--- config.mk ---
export PLATFORM = sky130hd
export DESIGN_NAME = modular_arithmetic_unit_top
export DESIGN_NICKNAME = d
export VERILOG_FILES = /design/src/hdl/mau_pkg.sv /design/src/hdl/mau_divider.sv /design/src/hdl/mau_multiplier.sv /design/src/hdl/modular_arithmetic_unit_top.sv
export SDC_FILE = /design/constraint.sdc
export NUM_CORES = 2
export LEC_CHECK = 0
export ABC_AREA = 1
export BUFFER_PORTS_ARGS = -buffer_cell sky130_fd_sc_hd__buf_2
export CORE_ASPECT_RATIO = 1.25
export CORE_MARGIN = 5
export CORE_UTILIZATION = 30
export CTS_BUF_LIST = sky130_fd_sc_hd__clkbuf_4 sky130_fd_sc_hd__clkbuf_8
export CTS_CLUSTER_DIAMETER = 120
export DETAILED_ROUTE_END_ITERATION = 16
export GPL_TIMING_DRIVEN = 1
export PLACE_DENSITY = 0.57
export SYNTH_ARGS = -nofsm -noshare
export SYNTH_HDL_FRONTEND = slang
export SYNTH_SLANG_ARGS = --single-unit
--- constraint.sdc ---
create_clock -name clock -period 6.38 [get_ports clock]
set_input_delay 0.319 -clock clock [delete_from_list [all_inputs] [get_ports clock]]
set_output_delay 0.319 -clock clock [all_outputs]
set_load 0.1 [all_outputs]
--- src/hdl/mau_pkg.sv ---
`default_nettype none
package mau_pkg;
   localparam int WORD_WIDTH_DEF = 32;
   typedef enum logic [2:0] {
      CMD_ADD = 3'd0, CMD_SUB = 3'd1, CMD_MUL = 3'd2,
      CMD_DIV = 3'd3, CMD_INV = 3'd4, CMD_POW = 3'd5,
      CMD_RSV6 = 3'd6, CMD_RSV7 = 3'd7
   } cmd_type;
   typedef enum logic [1:0] {
      DIV_IDLE, DIV_RUN, DIV_DONE
   } div_state_type;
   typedef enum logic [4:0] {
      ST_IDLE, ST_RED_A, ST_RED_A_W, ST_RED_B, ST_RED_B_W, ST_DISPATCH,
      ST_MM_MUL, ST_MM_MUL_W, ST_MM_RED, ST_MM_RED_W, ST_RES_PROD,
      ST_EUC_CHK, ST_EUC_DIV, ST_EUC_DIV_W, ST_EUC_T, ST_EUC_END,
      ST_POW_SQ, ST_POW_MB, ST_POW_ACC, ST_POW_NEXT, ST_OUT
   } state_type;
endpackage
`default_nettype wire

--- src/hdl/mau_divider.sv ---
`default_nettype none
// Restoring divider, one quotient bit per cycle; divides a 2W-bit value by W-bit.
// Only the low W quotient bits leave the block.
module mau_divider #(
   parameter int W = mau_pkg::WORD_WIDTH_DEF
) (
   input  wire logic           clock,
   input  wire logic           reset,
   input  wire logic           start,
   input  wire logic [2*W-1:0] dividend,
   input  wire logic [W-1:0]   divisor,
   output logic                done,
   output logic [W-1:0]        quotient,
   output logic [W-1:0]        remainder
);
   import mau_pkg::*;
   localparam int CW = $clog2(2 * W + 1);
   div_state_type state_ff, state_in;
   logic [CW-1:0] count_ff, count_in;
   logic [W:0] rem_ff, rem_in;
   logic [2*W-1:0] quo_ff, quo_in;
   logic [W-1:0] dsr_ff, dsr_in;
   logic [W:0] trial;
   logic [W+1:0] diff;

   always_comb begin
      trial = {rem_ff[W-1:0], quo_ff[2*W-1]};
      diff = {1'b0, trial} - {2'b00, dsr_ff};
   end

   always_comb begin
      state_in = state_ff;
      case (state_ff)
         DIV_IDLE: if (start) state_in = DIV_RUN;
         DIV_RUN: if (count_ff == CW'(2 * W - 1)) state_in = DIV_DONE;
         DIV_DONE: state_in = DIV_IDLE;
         default: state_in = DIV_IDLE;
      endcase
   end

   always_comb begin
      count_in = count_ff;
      rem_in = rem_ff;
      quo_in = quo_ff;
      dsr_in = dsr_ff;
      case (state_ff)
         DIV_IDLE: if (start) begin
            count_in = '0;
            rem_in = '0;
            quo_in = dividend;
            dsr_in = divisor;
         end
         DIV_RUN: begin
            count_in = count_ff + 1'b1;
            if (!diff[W+1]) begin
               rem_in = diff[W:0];
               quo_in = {quo_ff[2*W-2:0], 1'b1};
            end else begin
               rem_in = trial;
               quo_in = {quo_ff[2*W-2:0], 1'b0};
            end
         end
         default: ;
      endcase
   end

   always_ff @(posedge clock) begin
      if (reset) begin
         state_ff <= DIV_IDLE;
         count_ff <= '0;
      end else begin
         state_ff <= state_in;
         count_ff <= count_in;
      end
      rem_ff <= rem_in;
      quo_ff <= quo_in;
      dsr_ff <= dsr_in;
   end

   assign done = (state_ff == DIV_DONE);
   assign quotient = quo_ff[W-1:0];
   assign remainder = rem_ff[W-1:0];
endmodule
`default_nettype wire

--- src/hdl/mau_multiplier.sv ---
`default_nettype none
// Shift-add multiplier, one multiplier bit per cycle, W x W -> 2W.
module mau_multiplier #(
   parameter int W = mau_pkg::WORD_WIDTH_DEF
) (
   input  wire logic           clock,
   input  wire logic           reset,
   input  wire logic           start,
   input  wire logic [W-1:0]   mcand,
   input  wire logic [W-1:0]   mplier,
   output logic                done,
   output logic [2*W-1:0]      product
);
   import mau_pkg::*;
   localparam int CW = $clog2(W + 1);
   div_state_type state_ff, state_in;
   logic [CW-1:0] count_ff, count_in;
   logic [2*W-1:0] acc_ff, acc_in;
   logic [W-1:0] mc_ff, mc_in;
   logic [W-1:0] mp_ff, mp_in;
   logic [W:0] upper;

   always_comb begin
      upper = {1'b0, acc_ff[2*W-1:W]} + (mp_ff[0] ? {1'b0, mc_ff} : '0);
   end

   always_comb begin
      state_in = state_ff;
      case (state_ff)
         DIV_IDLE: if (start) state_in = DIV_RUN;
         DIV_RUN: if (count_ff == CW'(W - 1)) state_in = DIV_DONE;
         DIV_DONE: state_in = DIV_IDLE;
         default: state_in = DIV_IDLE;
      endcase
   end

   always_comb begin
      count_in = count_ff;
      acc_in = acc_ff;
      mc_in = mc_ff;
      mp_in = mp_ff;
      case (state_ff)
         DIV_IDLE: if (start) begin
            count_in = '0;
            acc_in = '0;
            mc_in = mcand;
            mp_in = mplier;
         end
         DIV_RUN: begin
            count_in = count_ff + 1'b1;
            acc_in = {upper, acc_ff[W-1:1]};
            mp_in = {1'b0, mp_ff[W-1:1]};
         end
         default: ;
      endcase
   end

   always_ff @(posedge clock) begin
      if (reset) begin
         state_ff <= DIV_IDLE;
         count_ff <= '0;
      end else begin
         state_ff <= state_in;
         count_ff <= count_in;
      end
      acc_ff <= acc_in;
      mc_ff <= mc_in;
      mp_ff <= mp_in;
   end

   assign done = (state_ff == DIV_DONE);
   assign product = acc_ff;
endmodule
`default_nettype wire

--- src/hdl/modular_arithmetic_unit_top.sv ---
// Every command first reduces both operands modulo m; multiply then runs a multiply and
// a reduction; divide/inverse run extended Euclid steps, divide adding a final multiply;
// power squares once per exponent bit and multiplies once more per set bit.
// One item at a time: a new request is taken only back in idle after the result beat,
// so the block takes no new item before it is through with the last one.
// Reset is synchronous: controller idle, modulus back to 2.
`default_nettype none
module modular_arithmetic_unit_top #(
   parameter int WORD_WIDTH = mau_pkg::WORD_WIDTH_DEF
) (
   input  wire logic                  clock,
   input  wire logic                  reset,
   input  wire logic                  csr_write,
   input  wire logic [WORD_WIDTH-1:0] csr_modulus,
   input  wire logic                  req_valid,
   output logic                       req_stall,
   input  wire logic [2:0]            req_command,
   input  wire logic [WORD_WIDTH-1:0] req_operand_a,
   input  wire logic [WORD_WIDTH-1:0] req_operand_b,
   output logic                       rsp_valid,
   input  wire logic                  rsp_stall,
   output logic [WORD_WIDTH-1:0]      rsp_result,
   output logic                       rsp_status
);
   import mau_pkg::*;
   localparam int W = WORD_WIDTH;
   localparam int BW = $clog2(W);

   state_type state_ff, state_in, ret_ff;
   logic [W-1:0] mod_ff;
   cmd_type cmd_ff;
   logic [W-1:0] a_ff, b_ff, e_ff, acc_ff;
   logic [BW-1:0] bit_ff;
   // Euclid registers; t kept modulo m, so no sign is needed
   logic [W-1:0] r0_ff, r1_ff, t0_ff, t1_ff;
   // operands and result of the shared multiply-then-reduce sequence
   logic [W-1:0] mx_ff, my_ff, prod_ff;
   logic [W-1:0] res_ff;
   logic st_ff;

   logic dv_start, mu_start, dv_done, mu_done;
   logic [2*W-1:0] dv_dividend, mu_prod;
   logic [W-1:0] dv_divisor, dv_quo, dv_rem;
   logic [W:0] sum, sum_wrap;

   mau_divider #(.W(W)) u_div (
      .clock(clock), .reset(reset), .start(dv_start), .dividend(dv_dividend),
      .divisor(dv_divisor), .done(dv_done), .quotient(dv_quo), .remainder(dv_rem)
   );
   mau_multiplier #(.W(W)) u_mul (
      .clock(clock), .reset(reset), .start(mu_start), .mcand(mx_ff), .mplier(my_ff),
      .done(mu_done), .product(mu_prod)
   );

   always_comb begin
      state_in = state_ff;
      case (state_ff)
         ST_IDLE: if (req_valid) state_in = ST_RED_A;
         ST_RED_A: state_in = ST_RED_A_W;
         ST_RED_A_W: if (dv_done) state_in = ST_RED_B;
         ST_RED_B: state_in = ST_RED_B_W;
         ST_RED_B_W: if (dv_done) state_in = ST_DISPATCH;
         ST_DISPATCH: begin
            if (mod_ff == '0) state_in = ST_OUT;
            else case (cmd_ff)
               CMD_MUL: state_in = ST_MM_MUL;
               CMD_DIV, CMD_INV: state_in = ST_EUC_CHK;
               CMD_POW: state_in = ST_POW_SQ;
               default: state_in = ST_OUT;
            endcase
         end
         ST_MM_MUL: state_in = ST_MM_MUL_W;
         ST_MM_MUL_W: if (mu_done) state_in = ST_MM_RED;
         ST_MM_RED: state_in = ST_MM_RED_W;
         ST_MM_RED_W: if (dv_done) state_in = ret_ff;
         ST_RES_PROD: state_in = ST_OUT;
         ST_EUC_CHK: state_in = (r1_ff == '0) ? ST_EUC_END : ST_EUC_DIV;
         ST_EUC_DIV: state_in = ST_EUC_DIV_W;
         ST_EUC_DIV_W: if (dv_done) state_in = ST_MM_MUL;
         ST_EUC_T: state_in = ST_EUC_CHK;
         ST_EUC_END: begin
            if (r0_ff == W'(1) && cmd_ff == CMD_DIV) state_in = ST_MM_MUL;
            else state_in = ST_OUT;
         end
         ST_POW_SQ: state_in = ST_MM_MUL;
         ST_POW_MB: state_in = e_ff[W-1] ? ST_MM_MUL : ST_POW_NEXT;
         ST_POW_ACC: state_in = ST_POW_NEXT;
         ST_POW_NEXT: state_in = (bit_ff == '0) ? ST_OUT : ST_POW_SQ;
         ST_OUT: if (!rsp_stall) state_in = ST_IDLE;
         default: state_in = ST_IDLE;
      endcase
   end

   always_comb begin
      dv_start = 1'b0;
      mu_start = 1'b0;
      dv_dividend = '0;
      dv_divisor = mod_ff;
      case (state_ff)
         ST_RED_A: begin
            dv_start = 1'b1;
            dv_dividend = {{W{1'b0}}, a_ff};
         end
         ST_RED_B: begin
            dv_start = 1'b1;
            dv_dividend = {{W{1'b0}}, b_ff};
         end
         ST_MM_MUL: mu_start = 1'b1;
         ST_MM_RED: begin
            dv_start = 1'b1;
            dv_dividend = mu_prod;
         end
         ST_EUC_DIV: begin
            dv_start = 1'b1;
            dv_dividend = {{W{1'b0}}, r0_ff};
            dv_divisor = r1_ff;
         end
         default: ;
      endcase
   end

   assign req_stall = (state_ff != ST_IDLE);
   assign rsp_valid = (state_ff == ST_OUT);
   assign rsp_result = res_ff;
   assign rsp_status = st_ff;

   assign sum = {1'b0, a_ff} + {1'b0, b_ff};
   assign sum_wrap = sum - {1'b0, mod_ff};

   always_ff @(posedge clock) begin
      if (reset) begin
         state_ff <= ST_IDLE;
         mod_ff <= W'(2);
      end else begin
         state_ff <= state_in;
         if (csr_write) mod_ff <= csr_modulus;
      end
      case (state_ff)
         ST_IDLE: if (req_valid) begin
            cmd_ff <= cmd_type'(req_command);
            a_ff <= req_operand_a;
            b_ff <= req_operand_b;
            e_ff <= req_operand_b;
         end
         ST_RED_A_W: if (dv_done) a_ff <= dv_rem;
         ST_RED_B_W: if (dv_done) b_ff <= dv_rem;
         ST_DISPATCH: begin
            res_ff <= '0;
            st_ff <= 1'b0;
            mx_ff <= a_ff;
            my_ff <= b_ff;
            ret_ff <= ST_RES_PROD;
            r0_ff <= mod_ff;
            r1_ff <= (cmd_ff == CMD_INV) ? a_ff : b_ff;
            t0_ff <= '0;
            t1_ff <= W'(1);
            acc_ff <= (mod_ff == W'(1)) ? '0 : W'(1);
            bit_ff <= BW'(W - 1);
            if (mod_ff != '0) begin
               case (cmd_ff)
                  CMD_ADD: res_ff <= (sum >= {1'b0, mod_ff}) ? sum_wrap[W-1:0] : sum[W-1:0];
                  CMD_SUB: res_ff <= (a_ff >= b_ff) ? a_ff - b_ff : a_ff + mod_ff - b_ff;
                  default: ;
               endcase
            end
         end
         ST_MM_RED_W: if (dv_done) prod_ff <= dv_rem;
         ST_RES_PROD: res_ff <= prod_ff;
         ST_EUC_DIV_W: if (dv_done) begin
            r0_ff <= r1_ff;
            r1_ff <= dv_rem;
            mx_ff <= dv_quo;
            my_ff <= t1_ff;
            ret_ff <= ST_EUC_T;
         end
         ST_EUC_T: begin
            t0_ff <= t1_ff;
            t1_ff <= (t0_ff >= prod_ff) ? t0_ff - prod_ff : t0_ff + mod_ff - prod_ff;
         end
         ST_EUC_END: begin
            // gcd other than 1: no inverse, result stays 0
            if (r0_ff != W'(1)) st_ff <= 1'b1;
            else if (cmd_ff == CMD_INV) res_ff <= t0_ff;
            mx_ff <= a_ff;
            my_ff <= t0_ff;
            ret_ff <= ST_RES_PROD;
         end
         ST_POW_SQ: begin
            mx_ff <= acc_ff;
            my_ff <= acc_ff;
            ret_ff <= ST_POW_MB;
         end
         ST_POW_MB: begin
            acc_ff <= prod_ff;
            mx_ff <= prod_ff;
            my_ff <= a_ff;
            ret_ff <= ST_POW_ACC;
         end
         ST_POW_ACC: acc_ff <= prod_ff;
         ST_POW_NEXT: begin
            e_ff <= {e_ff[W-2:0], 1'b0};
            bit_ff <= bit_ff - 1'b1;
            res_ff <= acc_ff;
         end
         default: ;
      endcase
   end
endmodule
`default_nettype wire

Word-level counts from Yosys, hierarchy flattened. Index checks and enable logic that the tools add are counted.

Bits in registers: 708.

Reduce and logical (&&, ||, !) cells: 44. Eq/ne operators: 48. Add/sub/neg operators: 13. Muxes and demuxes: 70. Order comparisons: 3.

Operator list (count): 32-bit one-hot mux with 2 select lines (11); 32-bit 2-to-1 mux (18); 32-bit one-hot mux with 4 select lines (2); 64-bit one-hot mux with 2 select lines (2); 64-bit one-hot mux with 4 select lines (1); 32-bit one-hot mux with 5 select lines (1); 32-bit subtractor (5); 64-bit 2-to-1 mux (2); 5-bit one-hot mux with 21 select lines (1); 32-bit adder (2); 32-bit by 1-bit == test with 1-bit output (second input constant) (2); 32-bit >= comparator (2); 32-bit logical NOT (2); 5-bit 2-to-1 mux (11); 5-bit by 4-bit == test with 1-bit output (second input constant) (8); 33-bit by 32-bit subtractor with 34-bit output (1); 32-bit by 32-bit adder with 33-bit output (1); 32-bit by 33-bit adder with 33-bit output (1); 33-bit by 32-bit >= comparator with 1-bit output (1); 32-bit by 1-bit != test with 1-bit output (second input constant) (1); 32-bit nonzero test (1); 2-bit AND reduction (13); 5-bit == test (second input constant) (5); 2-bit != test (second input constant) (12); 37 further kinds (72).

Logic depth before layout (Yosys ltp).
Depth in word-level cells: 6. Mapped depth: 32. Gate-level depth less buffers: 30.

Hierarchy. A second synthesis with hierarchy kept.

Cells, all modules: 6839. Area, all modules: 51524.4 µm².

By module, submodules not included: modular_arithmetic_unit_top (cells an instance 4740, instances 1, area each 35137.4 µm², sequential area each 12692.2 µm²); mau_divider (cells an instance 1138, instances 1, area each 8659.6 µm², sequential area each 4023.9 µm²); mau_multiplier (cells an instance 961, instances 1, area each 7727.4 µm², sequential area each 4003.8 µm²).

Worst setup path after synthesis. Ideal clock, no wire load.

Path type: register to register. Start point: register state_ff[0]. End point: register r0_ff[0], enable pin. Clock period less this slack: 6.305 ns. Stages on the path, launching flop included: 8. Data required time: 5.806 ns. Setup slack: 0.075 ns. Path buffers: 1. Data arrival time: 5.731 ns. Cell sequence: dfxtp_1 > nand2_1 > nor2_2 > inv_2 > nor2_1 > clkinv_1 > clkbuf_1 > o21ai_0.

Cells in the longest elaborated chain, start to end: 3. Elaborated cells between the ends (all ways): 5.

Ends and longest elaborated chain: start: declaration (RTL line modular_arithmetic_unit_top.sv:29) `state_type state_ff, state_in, ret_ff;`; start signal: assignment (RTL line modular_arithmetic_unit_top.sv:135) `state_ff <= state_in;`; 5-bit by 4-bit == test with 1-bit output / 5-bit by 3-bit == test with 1-bit output (equally long branches) (RTL line modular_arithmetic_unit_top.sv:138) `case (state_ff)`; 2-bit != test (no line) / 2-bit nonzero test (equally long branches); 2-bit AND reduction (no line) (*); end signal: assignment (RTL line modular_arithmetic_unit_top.sv:153) `r0_ff <= mod_ff;`; end signal: assignment (RTL line modular_arithmetic_unit_top.sv:170) `r0_ff <= r1_ff;`; end: declaration (RTL line modular_arithmetic_unit_top.sv:35) `logic [W-1:0] r0_ff, r1_ff, t0_ff, t1_ff;`.

Mark *: on every way between the ends. The rest lies on a longest branch, timed or not. A chain may end at the register's enable or synchronous reset.

Worst setup path after layout.
Start point: register b_ff[0]. End point: register res_ff[12] (netlist: rsp_result[12]), data pin.

Cells in the longest elaborated chain, start to end: 6. Elaborated cells between the ends (all ways): 11.

Ends and longest elaborated chain: start: declaration (RTL line modular_arithmetic_unit_top.sv:32) `logic [W-1:0] a_ff, b_ff, e_ff, acc_ff;`; start signal: assignment (RTL line modular_arithmetic_unit_top.sv:142) `b_ff <= req_operand_b;`; start signal: assignment (RTL line modular_arithmetic_unit_top.sv:146) `ST_RED_B_W: if (dv_done) b_ff <= dv_rem;`; 32-bit by 32-bit adder with 33-bit output (RTL line modular_arithmetic_unit_top.sv:127) `assign sum = {1'b0, a_ff} + {1'b0, b_ff};`; 32-bit subtractor / 33-bit by 32-bit >= comparator with 1-bit output (equally long branches) (RTL line modular_arithmetic_unit_top.sv:128, modular_arithmetic_unit_top.sv:161); 32-bit 2-to-1 mux (RTL line modular_arithmetic_unit_top.sv:161) `CMD_ADD: res_ff <= (sum >= {1'b0, mod_ff}) ? sum_wrap[W-1:0] : sum[W-1:0];`; 32-bit one-hot mux with 2 select lines (*) (RTL line modular_arithmetic_unit_top.sv:160) `case (cmd_ff)`; 32-bit 2-to-1 mux (*) (RTL line modular_arithmetic_unit_top.sv:159) `if (mod_ff != '0) begin`; 32-bit one-hot mux with 4 select lines (*) (RTL line modular_arithmetic_unit_top.sv:138); end signal: assignment (RTL line modular_arithmetic_unit_top.sv:161); end signal: assignment (RTL line modular_arithmetic_unit_top.sv:162) `CMD_SUB: res_ff <= (a_ff >= b_ff) ? a_ff - b_ff : a_ff + mod_ff - b_ff;`; end signal: assignment (RTL line modular_arithmetic_unit_top.sv:168) `ST_RES_PROD: res_ff <= prod_ff;`; end: declaration (RTL line modular_arithmetic_unit_top.sv:38) `logic [W-1:0] res_ff;`.

Marked as above.

==> flow_summary.html <==
<table>
<tr><th>Metric</th><th>Value</th></tr>
<tr><th colspan="2">Synthesis</th></tr>
<tr><td>Number of library cell types mapped by synthesis</td><td>between 50 and 60</td></tr>
<tr><td>Number of instances in the synthesized netlist</td><td>6796</td></tr>
<tr><td>Synth top area share</td><td>around two fifths</td></tr>
<tr><td>Yosys warns</td><td>0</td></tr>
<tr><td>Most area-hungry cell type in the Yosys netlist</td><td>edfxtp_1</td></tr>
<tr><td>Share of flip-flops with an asynchronous set or reset after synthesis</td><td>0%</td></tr>
<tr><td>#FFs+latches synth</td><td>a little over 700</td></tr>
<tr><td>Largest cells by area after synthesis</td><td>edfxtp_1 (38%), nand2_1 (15%), inv_1 (7.9%)</td></tr>
<tr><td>Synthesized area per cell</td><td>between 7 and 8 um^2</td></tr>
<tr><td>Total standard cell area after synthesis</td><td>51000 um^2</td></tr>
<tr><td>Total nets after synthesis</td><td>between 7000 and 8000</td></tr>
<tr><td>Seq/Total Area, Yosys</td><td>between 40% and 50%</td></tr>
<tr><td>Post-synth EDFFs</td><td>between 600 and 700</td></tr>
<tr><td>Most used flip-flop cell after synthesis</td><td>edfxtp_1</td></tr>
<tr><th colspan="2">Power</th></tr>
<tr><td>Peak supply drop</td><td>between 0.2 and 0.25 mV</td></tr>
<tr><td>Clock power frac</td><td>17.7%</td></tr>
<tr><td>Combinational fraction of design power</td><td>roughly 57%</td></tr>
<tr><td>Cell-internal power</td><td>between 10 and 15 mW</td></tr>
<tr><td>Leakage power</td><td>26.6 nW</td></tr>
<tr><td>Sw power</td><td>between 10 and 15 mW</td></tr>
<tr><td>Proportion of total power due to net switching</td><td>between 50 and 60%</td></tr>
<tr><td>Power share of the sequential group</td><td>25.4%</td></tr>
<tr><td>PwrDens</td><td>466 nW/um^2</td></tr>
<tr><td>Post-layout power</td><td>about 27 mW</td></tr>
<tr><th colspan="2">STA</th></tr>
<tr><td>Setup TNS</td><td>0 ns</td></tr>
<tr><td>Number of max-slew violations in the final report</td><td>0</td></tr>
<tr><td>Worst Hold Margin</td><td>0.0653 ns</td></tr>
<tr><td>Fin crit share</td><td>about 84%</td></tr>
<tr><td>Fin Clk Skew</td><td>between 0.06 and 0.07 ns</td></tr>
<tr><td>Relative slew slack</td><td>~18%</td></tr>
<tr><td>Hold violation count in the final report</td><td>0</td></tr>
<tr><td># setup viols final</td><td>0</td></tr>
<tr><td>Fin crit period</td><td>5.36 ns</td></tr>
<tr><td>Maximum clock rate</td><td>approximately 0.19 GHz</td></tr>
<tr><td>Setup repair after global routing missed its margin</td><td>false</td></tr>
<tr><td>Slew of the pin with the lowest slew margin</td><td>roughly 1.2 ns</td></tr>
<tr><th colspan="2">Floorplanning</th></tr>
<tr><td>Effective utilization at floorplan</td><td>between 30% and 40%</td></tr>
<tr><td>Chip height</td><td>~470 um</td></tr>
<tr><td>Io pins</td><td>approximately 140</td></tr>
<tr><td>Number of rows created at floorplan</td><td>roughly 170</td></tr>
<tr><td>DIE AREA</td><td>179000 um^2</td></tr>
<tr><td>Core area</td><td>around 170000 um^2</td></tr>
<tr><td>Horiz. Die Dim</td><td>around 380 um</td></tr>
<tr><th colspan="2">Global routing</th></tr>
<tr><td>Vias in the first global route</td><td>approximately 48000</td></tr>
<tr><td>Largest net degree at the start of global routing</td><td>76</td></tr>
<tr><td>Final global-route overflow total</td><td>0</td></tr>
<tr><td>Wire length of the first global-routing pass</td><td>roughly 360000 um</td></tr>
<tr><td>Gr usage total</td><td>around 28%</td></tr>
<tr><td>Antenna violations before repair</td><td>23</td></tr>
<tr><th colspan="2">Critical path</th></tr>
<tr><td>R2R depth</td><td>28</td></tr>
<tr><td>Category of the worst setup path capture point</td><td>flop</td></tr>
<tr><td>Type of element launching the critical path</td><td>flop</td></tr>
<tr><td>Category of cells accounting for the largest share of critical-path delay</td><td>simple AND/OR/NAND/NOR gates</td></tr>
<tr><td>Endpoint of the worst-slack reg-to-reg timing path</td><td>rsp_result[12]</td></tr>
<tr><td>Critical-path top delay cell</td><td>edfxtp_1</td></tr>
<tr><td>Max stage delay on crit path</td><td>around 0.57 ns</td></tr>
<tr><td>Crit path required time</td><td>around 7 ns</td></tr>
<tr><td>CP Class</td><td>reg2reg</td></tr>
<tr><td>Launch instance of the worst register-to-register path</td><td>b_ff[0]</td></tr>
<tr><td>Data arrival time of the worst path</td><td>~6.0 ns</td></tr>
<tr><td>Crit path buffers/inverters</td><td>5</td></tr>
<tr><td>CP Depth</td><td>28</td></tr>
<tr><td>Setup slack, reg-to-reg</td><td>1.02 ns</td></tr>
<tr><td>CP dominant cell by count</td><td>nand2_1</td></tr>
<tr><td>Critical path fanouts, max</td><td>32</td></tr>
<tr><th colspan="2">Placement</th></tr>
<tr><td>Port buffer count</td><td>approximately 140</td></tr>
<tr><td>Number of instances in the placed design</td><td>about 9000</td></tr>
<tr><td>Last weighted congestion value of the routability-driven placer</td><td>between 1 and 1.5</td></tr>
<tr><td>Detailed-placement wirelength estimate</td><td>between 200000 and 250000 um</td></tr>
<tr><th colspan="2">Final layout</th></tr>
<tr><td>Non-filler instance count after layout</td><td>~9400</td></tr>
<tr><td>Most frequent standard cell in the layout excluding fill and tap cells</td><td>nand2_1</td></tr>
<tr><td>Fraction of layout cells with a size suffix above 1</td><td>7.74%</td></tr>
<tr><td>Final core utilization</td><td>around a third</td></tr>
<tr><td>Number of nets in the final layout</td><td>about 7500</td></tr>
<tr><td>Commonest cells after routing, fill and taps aside</td><td>nand2_1 (1983), inv_1 (1072), edfxtp_1 (654), nor2_1 (542), o21ai_0 (475)</td></tr>
<tr><td>Layout overhead on the synthesized area</td><td>14.1%</td></tr>
<tr><th colspan="2">Route</th></tr>
<tr><td>Via-to-Cell Ratio</td><td>~5.3</td></tr>
<tr><td>Pre-antenna DRT Iters</td><td>7</td></tr>
<tr><td>Overall routed net length</td><td>258000 um</td></tr>
<tr><td>DRC viols</td><td>0</td></tr>
<tr><td>Drt wl/cell</td><td>around 28 um</td></tr>
<tr><td>Iteration-0 DRC Markers</td><td>6100</td></tr>
<tr><td>Count of antenna-violating nets left after detailed routing</td><td>0</td></tr>
<tr><td>Total via count after detailed routing</td><td>around 50000</td></tr>
<tr><th colspan="2">Hold path</th></tr>
<tr><td>Startpoint of the worst hold path</td><td>req_operand_a[1]</td></tr>
<tr><td>Worst Hold Path EP</td><td>a_ff[1]</td></tr>
<tr><td>Worst min path class</td><td>in2reg</td></tr>
<tr><td>Worst Hold Path Cells</td><td>3</td></tr>
<tr><th colspan="2">Clock tree</th></tr>
<tr><td>TritonCTS clock tree</td><td>built</td></tr>
<tr><td>Insertion delay to the later sink of the worst-skew pair</td><td>about 0.9 ns</td></tr>
<tr><td>Clk Tree Root Cell</td><td>clkbuf_8</td></tr>
<tr><td>Max Root-Sink Buffers</td><td>3</td></tr>
<tr><td>Register clock-pin slew on the reported worst setup and hold paths</td><td>roughly 0.06 ns</td></tr>
<tr><td>Total CTS buffers</td><td>134</td></tr>
<tr><td>Total setup buffers inserted after CTS</td><td>0</td></tr>
<tr><td>CTS sink cnt</td><td>708</td></tr>
<tr><td>H-tree level count</td><td>4</td></tr>
<tr><th colspan="2">Flow run</th></tr>
<tr><td>Max cap viols</td><td>0</td></tr>
<tr><th colspan="2">Run status</th></tr>
<tr><td>Outcome</td><td>completed</td></tr>
</table>
==> through the flow <==
step | cell area, um^2 | setup slack, ns
after floorplan | 51000 | 0.0745
after global placement | 54500 | 1.13
after detailed placement | 54500 | 1.16
after CTS | 58200 | 1.13
after global routing | 58200 | 0.573
final | 58200 | 1.02
==> metal layers <==
metal	share of wire [%]	global-route usage, %	wire length [um]	up-vias
met5	0.010	0	26	-
met4	8.5	19.5	22000	4
met3	7.9	4.57	20500	610
met2	44	44.0	114000	2689
met1	39	35.3	101000	23800
li1	-	-	-	22800
==> power by group through the flow <==
stage / Combinational (mW) / Clock [mW] / Sequential, mW
after floorplan: 9.64 / 0 / 6.69
after global placement: 15.2 / 0 / 6.96
after detailed placement: 15.0 / 0 / 6.98
after CTS: 15.2 / 4.86 / 6.90
after global routing: 16.8 / 5.06 / 6.93
final: 15.5 / 4.80 / 6.90
==> repair_timing <==
action                                 CTS  global route
hold buffers                            96             0
resized for setup                        0             0
endpoints found under the hold margin  128             0
==> worst min-delay path, delay by kind of cell <==
kind / cells / cell delay [ns]
AO/OA/AOI/OAI: 1 / 0.26
AND/OR/NAND/NOR: 1 / 0.09
buffers and inverters: 1 / 0.08
==> layout make-up <==
class / count / area (um^2)
diodes: 11 / 27.5
inverters: 1107 / 4160
clock inverters: 59 / 480
well taps: 2223 / 2780
clock buffers: 185 / 2300
flip-flops and latches: 708 / 20700
fillers: 18200 / 111000
repair buffers: 324 / 2330
multi-input cells: 4774 / 25400
==> worst max path at each step <==
stage	startpoint	to
after floorplan	state_ff[0]	r0_ff[0]
after global placement	b_ff[0]	rsp_result[10]
after detailed placement	b_ff[0]	rsp_result[12]
after CTS	b_ff[0]	rsp_result[9]
after global routing	b_ff[0]	rsp_result[9]
final	b_ff[0]	rsp_result[12]
==> synth_stat cells, drive strengths merged, types with 2 or more instances <==
master,number
inv,1102
a21boi,11
a211oi,39
a221oi,36
nand3b,21
dfxtp,54
o21bai,36
o21ai,499
nor3,63
o2111ai,40
nand3,316
o22ai,38
or2,2
and3,3
xnor2,45
o21a,15
buf,79
clkinv,5
nor2,570
nor3b,7
o211ai,14
a21o,19
nand4,64
a21oi,467
edfxtp,654
ha,257
xor2,92
nand2,1994
a31oi,21
and2,6
nor4,25
clkbuf,128
fa,68
==> cells by family after synthesis <==
kind of cell / count (synthesis) / synth area share, %
xor gates and xnor gates: 137 / 2.35
buffers and inverters: 1314 / 9.92
AOI/OAI and AO/OA: 1240 / 13.6
DFF: 708 / 40.6
and+or+nand+nor: 3072 / 24.6
adders and majority gates: 325 / 8.97
Note: power is estimated with default switching activity, not from simulation.
